File: src/design/arsw_pkg.sv
`timescale 1ns / 1ps

package arsw_pkg;

	// Fixed field widths
	localparam int SEQ_W       = 24;
	localparam int WIN_W       = 6;
	localparam int BITMAP_BITS = 32;
	localparam int SHIFT_W     = $clog2(BITMAP_BITS);

	// Window register value after reset
	localparam logic [WIN_W-1:0] WIN_RESET = WIN_W'(32);

	// Window state carried between items
	typedef struct packed {
		logic                   seeded;
		logic [SEQ_W-1:0]       newest;
		logic [BITMAP_BITS-1:0] bitmap;
	} win_state_t;

endpackage

File: src/design/arsw_check.sv
`timescale 1ns / 1ps

module arsw_check import arsw_pkg::*; (
	input  win_state_t       cur,
	input  logic [SEQ_W-1:0] seq,
	input  logic [WIN_W-1:0] limit,
	output win_state_t       nxt,
	output logic             reject
);

	logic [SEQ_W-1:0]       adv;
	logic [SEQ_W-1:0]       behind;
	logic [SHIFT_W-1:0]     adv_sh;
	logic [SHIFT_W-1:0]     behind_idx;
	logic [BITMAP_BITS-1:0] marked;
	logic [BITMAP_BITS-1:0] adv_bitmap;
	logic                   too_old;

	assign adv    = seq - cur.newest;
	assign behind = cur.newest - seq;

	// Shift the old bitmap plus a mark for the old newest by the advance;
	// an advance of the full bitmap width leaves only the old newest marked
	assign adv_sh     = SHIFT_W'(adv - SEQ_W'(1));
	assign marked     = BITMAP_BITS'({cur.bitmap, 1'b1} << adv_sh);
	assign adv_bitmap = (adv > SEQ_W'(BITMAP_BITS)) ? '0 : marked;

	assign behind_idx = SHIFT_W'(behind - SEQ_W'(1));
	assign too_old    = behind > SEQ_W'(limit);

	// Decide accept or reject and the next window state
	always_comb begin
		nxt    = cur;
		reject = 1'b0;
		priority if (!cur.seeded) begin
			nxt.seeded = 1'b1;
			nxt.newest = seq;
			nxt.bitmap = '0;
		end else if (seq > cur.newest) begin
			nxt.newest = seq;
			nxt.bitmap = adv_bitmap;
		end else if (seq == cur.newest || too_old) begin
			reject = 1'b1;
		end else if (cur.bitmap[behind_idx]) begin
			reject = 1'b1;
		end else begin
			nxt.bitmap[behind_idx] = 1'b1;
		end
	end

endmodule

File: src/design/anti_replay_sliding_window.sv
`timescale 1ns / 1ps

// Anti-replay check over 24-bit sequence numbers.
// Input channel: seq_valid / seq_ready carry one seq_number per item.
// Output channel: result_valid / result_ready carry one rejected flag per
// item (0 fresh, 1 replay or too old), in input order.
// Config: cfg_wr_en with cfg_wr_data writes window_size; every
// write also re-arms the window (clears seeded flag, newest and bitmap).
// Path: the item lands in the input register when accepted, and its verdict
// in the result register when the result register advances. Throughput: one
// item per cycle while result_ready is high or the result register is empty;
// the window update is a single compare/shift step, so each item sees the
// state left by the one before it.
// Stall: when result_ready is low the result register holds; one more item
// may still be taken into the input register, after which seq_ready drops
// until the result is taken.
// Reset: window_size returns to 32, the block is unseeded and both
// registers are empty. The first number after reset or re-arm is accepted.
module anti_replay_sliding_window import arsw_pkg::*; #(
	parameter int WINDOW_MAX = 32
) (
	input  logic             clk,
	input  logic             arst_n,
	input  logic             seq_valid,
	output logic             seq_ready,
	input  logic [SEQ_W-1:0] seq_number,
	output logic             result_valid,
	input  logic             result_ready,
	output logic             rejected,
	input  logic             cfg_wr_en,
	input  logic [WIN_W-1:0] cfg_wr_data
);

	localparam logic [WIN_W:0] WMAX = (WIN_W+1)'(WINDOW_MAX);

	logic [WIN_W-1:0] window_q;
	win_state_t       state_q;
	win_state_t       state_nxt;
	logic             valid_s1;
	logic [SEQ_W-1:0] seq_s1;
	logic             out_valid_q;
	logic             rejected_q;
	logic             reject_c;
	logic             advance;
	logic [WIN_W:0]   win_clamp;
	logic [WIN_W-1:0] limit;

	// Clamp the window to 1..WINDOW_MAX and to the bitmap width
	always_comb begin
		win_clamp = {1'b0, window_q};
		if (window_q == '0)
			win_clamp = (WIN_W+1)'(1);
		if (win_clamp > WMAX)
			win_clamp = WMAX;
		if (win_clamp > (WIN_W+1)'(BITMAP_BITS))
			win_clamp = (WIN_W+1)'(BITMAP_BITS);
		limit = win_clamp[WIN_W-1:0];
	end

	assign advance   = !out_valid_q || result_ready;
	assign seq_ready = !valid_s1 || advance;

	arsw_check u_check (
		.cur    (state_q),
		.seq    (seq_s1),
		.limit  (limit),
		.nxt    (state_nxt),
		.reject (reject_c)
	);

	// Hold the window register
	always_ff @(posedge clk or negedge arst_n) begin
		if (!arst_n) begin
			window_q <= WIN_RESET;
		end else if (cfg_wr_en) begin
			window_q <= cfg_wr_data;
		end
	end

	// Update the window state; a config write re-arms it
	always_ff @(posedge clk or negedge arst_n) begin
		if (!arst_n) begin
			state_q <= '0;
		end else if (cfg_wr_en) begin
			state_q <= '0;
		end else if (valid_s1 && advance) begin
			state_q <= state_nxt;
		end
	end

	// Input register
	always_ff @(posedge clk or negedge arst_n) begin
		if (!arst_n) begin
			valid_s1 <= 1'b0;
		end else if (seq_ready) begin
			valid_s1 <= seq_valid;
		end
	end

	always_ff @(posedge clk) begin
		if (seq_ready && seq_valid) begin
			seq_s1 <= seq_number;
		end
	end

	// Result register
	always_ff @(posedge clk or negedge arst_n) begin
		if (!arst_n) begin
			out_valid_q <= 1'b0;
		end else if (advance) begin
			out_valid_q <= valid_s1;
		end
	end

	always_ff @(posedge clk) begin
		if (advance && valid_s1) begin
			rejected_q <= reject_c;
		end
	end

	assign result_valid = out_valid_q;
	assign rejected     = rejected_q;

endmodule
File: config.mk
export PLATFORM = sky130hd
export DESIGN_NAME = anti_replay_sliding_window
export DESIGN_NICKNAME = d
export VERILOG_FILES = /design/src/design/arsw_pkg.sv /design/src/design/arsw_check.sv /design/src/design/anti_replay_sliding_window.sv
export SDC_FILE = /design/constraint.sdc
export NUM_CORES = 1
export LEC_CHECK = 0
export BUFFER_PORTS_ARGS = -buffer_cell sky130_fd_sc_hd__buf_2
export CORE_MARGIN = 1
export CORE_UTILIZATION = 50
export CTS_CLUSTER_SIZE = 10
export DETAILED_ROUTE_END_ITERATION = 12
export GPL_TIMING_DRIVEN = 0
export PLACE_DENSITY = 0.67
export SETUP_SLACK_MARGIN = 0.02
export SYNTH_ARGS = -nofsm -noshare
export SYNTH_HDL_FRONTEND = slang
export SYNTH_HIERARCHICAL = 1
export SYNTH_SLANG_ARGS = --single-unit
File: constraint.sdc
create_clock -name clk -period 6.4 [get_ports clk]
set_clock_uncertainty 0.05 [all_clocks]
set_input_delay 0.32 -clock clk [delete_from_list [all_inputs] [get_ports clk]]
set_output_delay 0.32 -clock clk [all_outputs]
set_load 0.02 [all_outputs]
==> results.toml <==
[place]
placed_area_um2 = 11000
portBuffers = 36
place_congestion = 0.988
dp_hpwl_mm = 28.1
place_ws_ps = 1520

[sta]
worstMarginPinSlew_ps = 1210
setup_ws_ps = 1390
relSlewSlack_pct = 19.4
fmax_mhz = 199
period_share_pct = 78.3
rsz0062_at_grt = "no"
finalHoldViolCount = 0
finalSetupViolCount = 0
final_max_slew_viol_count = 0
final.setup.tns_ps = 0
fin_crit_ps = 5010

[pwr]
p_leak_nw = 4.42
p_comb_share_pct = 52.6
clkPwrFrac_pct = 22.0
p_per_area_nw_per_um2 = 228
vdd_drop_max_mv = 0.151
p_sw_share_pct = 47.5
internal_power_mw = 1.35
netSwitchingPower_mw = 1.22
power.total_mw = 2.57
pwr-share-seq_pct = 25.4

[clock_network]
hold_buffers = 1
clock_path_buffers = 2
postCtsSetupBuffers = 0
cts_tree = "built"
post_cts_resized = 0
htreeDepth = 3
cts_root_buf = "clkbuf_16"
cts.sinks = 90
clk_pin_slew_worst_paths_ps = 90
clk_latency_ps = 370
cts_inserted_buffers = 9

[synthesis]
synthCells = 1267
muxShareOfSynthArea_pct = 10.1
synth_warnings = 6
synth_commonest_cells = "o21ai_0, nand2_1, a21oi_1"
ys.flop_type = "dfrtp_1"
syn-mean-instance-area_um2 = 8.22
syn_nets = 1364
synth_top_family_by_area = "compound AO/OA/AOI/OAI gates"
synth.area.top_cells = "dfrtp_1, edfxtp_1, ha_1, o21ai_0, nand4b_1"
yosysMostFrequentCell = "o21ai_0"
synth_edf_count = 25
synth_fa_ha_area_share_pct = 7.59
yosys.area.top_type_share_pct = 15.4
syn_area_um2 = 10400
ys_ff_latch = 90
yosysTopAreaCell = "dfrtp_1"
yosys.area_share.simple_pct = 24.4
synth_compound_gate_area_share_pct = 24.8
synthXorXnorAreaFrac_pct = 3.00
async_flop_share_pct = 72.2
synth_cell_type_count = 91
seq_area_frac_synth_pct = 22.8

[routing]
wirelength_mm = 36.0
wl_per_cell_um = 22.6
vias = 10400
ant_nets = 0
via_per_inst = 6.51
dr.pass1.iters = 5
drt_drc_violations_left = 0
dr.first_iter.drc_count = 1262

[worst_setup_path]
path_cells = "inv_1 -> ha_1 -> inv_1 -> fa_1 -> a21o_1 -> a21oi_1 -> xnor2_1 -> ha_1 -> nand3_1 -> a21oi_1 -> a211oi_1 -> o21ai_0 -> nor3_1 -> nand4b_1 -> nor4_4 -> buf_6 -> nand4_1 -> a21oi_1 -> nand4b_1 -> o21ai_2"
crit_path_start_kind = "flip-flop"
crit_path_frequent_cell = "a21oi_1"
cp_slowest_stage_delay_ps = 540
cp_top_family = "compound AO/OA/AOI/OAI gates"
cp_max_fo = 10
timing.critical_path.buf_inv = 3
end_kind = "flip-flop"
worst_path_max_delay_cell = "nor4_4"
worstPathArrival_ps = 5250
worstPathRequired_ps = 6640
crit_type = "reg -> reg"

[floorplan]
start_util_pct = 51.3
fp.dieH_um = 146
dieArea_um2 = 21400
ios = 38
core-area_um2 = 20300
rows = 52
fp.dieW_um = 146

[global_route]
grt_first_pass_wirelength_mm = 55.6
grt_overflow_total = 0
grt_usage_pct = 34.0
grt_pass1_vias = 9430
grt_max_degree = 34
antenna_found_initial = 1

[layout]
n_antenna_cell = 0
nNetsFinal = 1413
drive_gt1_share_pct = 13.7
postLayoutCellArea_um2 = 11300
nFillCells = 1923
area_delta_synth_final_pct = 8.23

[hold_path]
hold_class = "in -> reg"

[status]
status = "complete, no violations"

[run]
max_cap_viol_count = 0
cell type report:
class	instances	area, um2	share of cell area [%]
multi-input cells	1009	7280	64.6
flip-flops and latches	90	2380	21.1
plain buffers	99	500	4.44
well taps	270	338	3.00
inverters	69	259	2.30
clock buffers	9	225	2.00
repair buffers	38	213	1.89
clock inverters	7	81.3	0.721
power groups by stage:
stage / Combinational (mW) / Sequential (mW) / Clock (mW)
after floorplan: 0.916 / 0.655 / 0
after global placement: 1.29 / 0.661 / 0
after detailed placement: 1.29 / 0.662 / 0
after CTS: 1.30 / 0.651 / 0.575
after global routing: 1.44 / 0.656 / 0.594
final: 1.35 / 0.651 / 0.566
worst register-to-register path: stages (launching register included):
cell and delay (ps):
dfrtp_1 420, inv_1 70, ha_1 170, inv_1 60, fa_1 490, a21o_1 240
a21oi_1 340, xnor2_1 340, ha_1 360, nand3_1 110, a21oi_1 70, a211oi_1 220
o21ai_0 240, nor3_1 230, nand4b_1 200, nor4_4 540, buf_6 200, nand4_1 150
a21oi_1 240, nand4b_1 130, o21ai_2 80
cells by family after synthesis:
kind of cell | count (synthesis)
compound gates | 392
other cells | 1
flops | 90
buf+inv | 168
simple gates | 448
fa+ha+maj | 62
xor+xnor | 30
mux | 76
through the flow:
step / std cells / utilization (%) / hold WS, ps
floorplan: 1267 / - / -25.6
global placement: 1573 / 53.9 / 444
detailed placement: 1574 / 54.0 / 262
CTS: 1591 / 55.5 / 59.2
global route: 1591 / 55.5 / 56.8
finish: 1591 / 55.5 / 67.1
cell usage in the layout, fill, tap and decap left out, drive strengths merged, types with 5 or more instances in the layout:
cell | netlist | routed
xnor2 | 17 | 17
o31ai | 7 | 7
a221oi | 7 | 7
a31oi | 13 | 13
a21o | 11 | 11
mux2i | 39 | 39
a211oi | 33 | 33
o21a | 13 | 13
nand2 | 106 | 106
xor2 | 10 | 10
o211ai | 14 | 14
a21oi | 100 | 100
buf | 51 | 88
and2 | 10 | 10
or3 | 8 | 8
nand3 | 19 | 19
o32ai | 12 | 12
nor2 | 85 | 85
and4 | 5 | 5
nor2b | 17 | 17
nand2b | 69 | 69
clkbuf | 48 | 57
nor3 | 16 | 16
mux4 | 22 | 22
nand4 | 36 | 36
dfrtp | 64 | 64
o21ai | 138 | 138
nand4b | 59 | 59
mux2 | 15 | 15
inv | 69 | 73
ha | 60 | 60
edfxtp | 25 | 25
sequential cells by signal, summed over array words and instances (netlist names):
register and cells:
window_q 6, valid_s1 1, rejected 1, result_valid 1, seq_s1 24, state_q 57
worst paths after layout:
check                                from          end  slack [ps]  cells past startpoint
max                           state_q[32]   state_q[5]        1390                     20
min                        seq_number[11]   seq_s1[11]          70                      1
max reg2reg                   state_q[32]   state_q[5]        1390                     20
min reg2reg                   window_q[0]  window_q[0]         470                      1
max in group asynchronous          arst_n  state_q[12]        5340                      3
min in group asynchronous          arst_n  state_q[20]         390                      2
layer usage:
metal	up-vias	share of wire [%]	GRT usage (%)
met5	-	0	0
met4	0	2.3	11.1
met3	55	10	9.03
met2	519	41	46.8
met1	4998	47	50.7
li1	4786	-	-
Power figures use the tool's default switching activity.
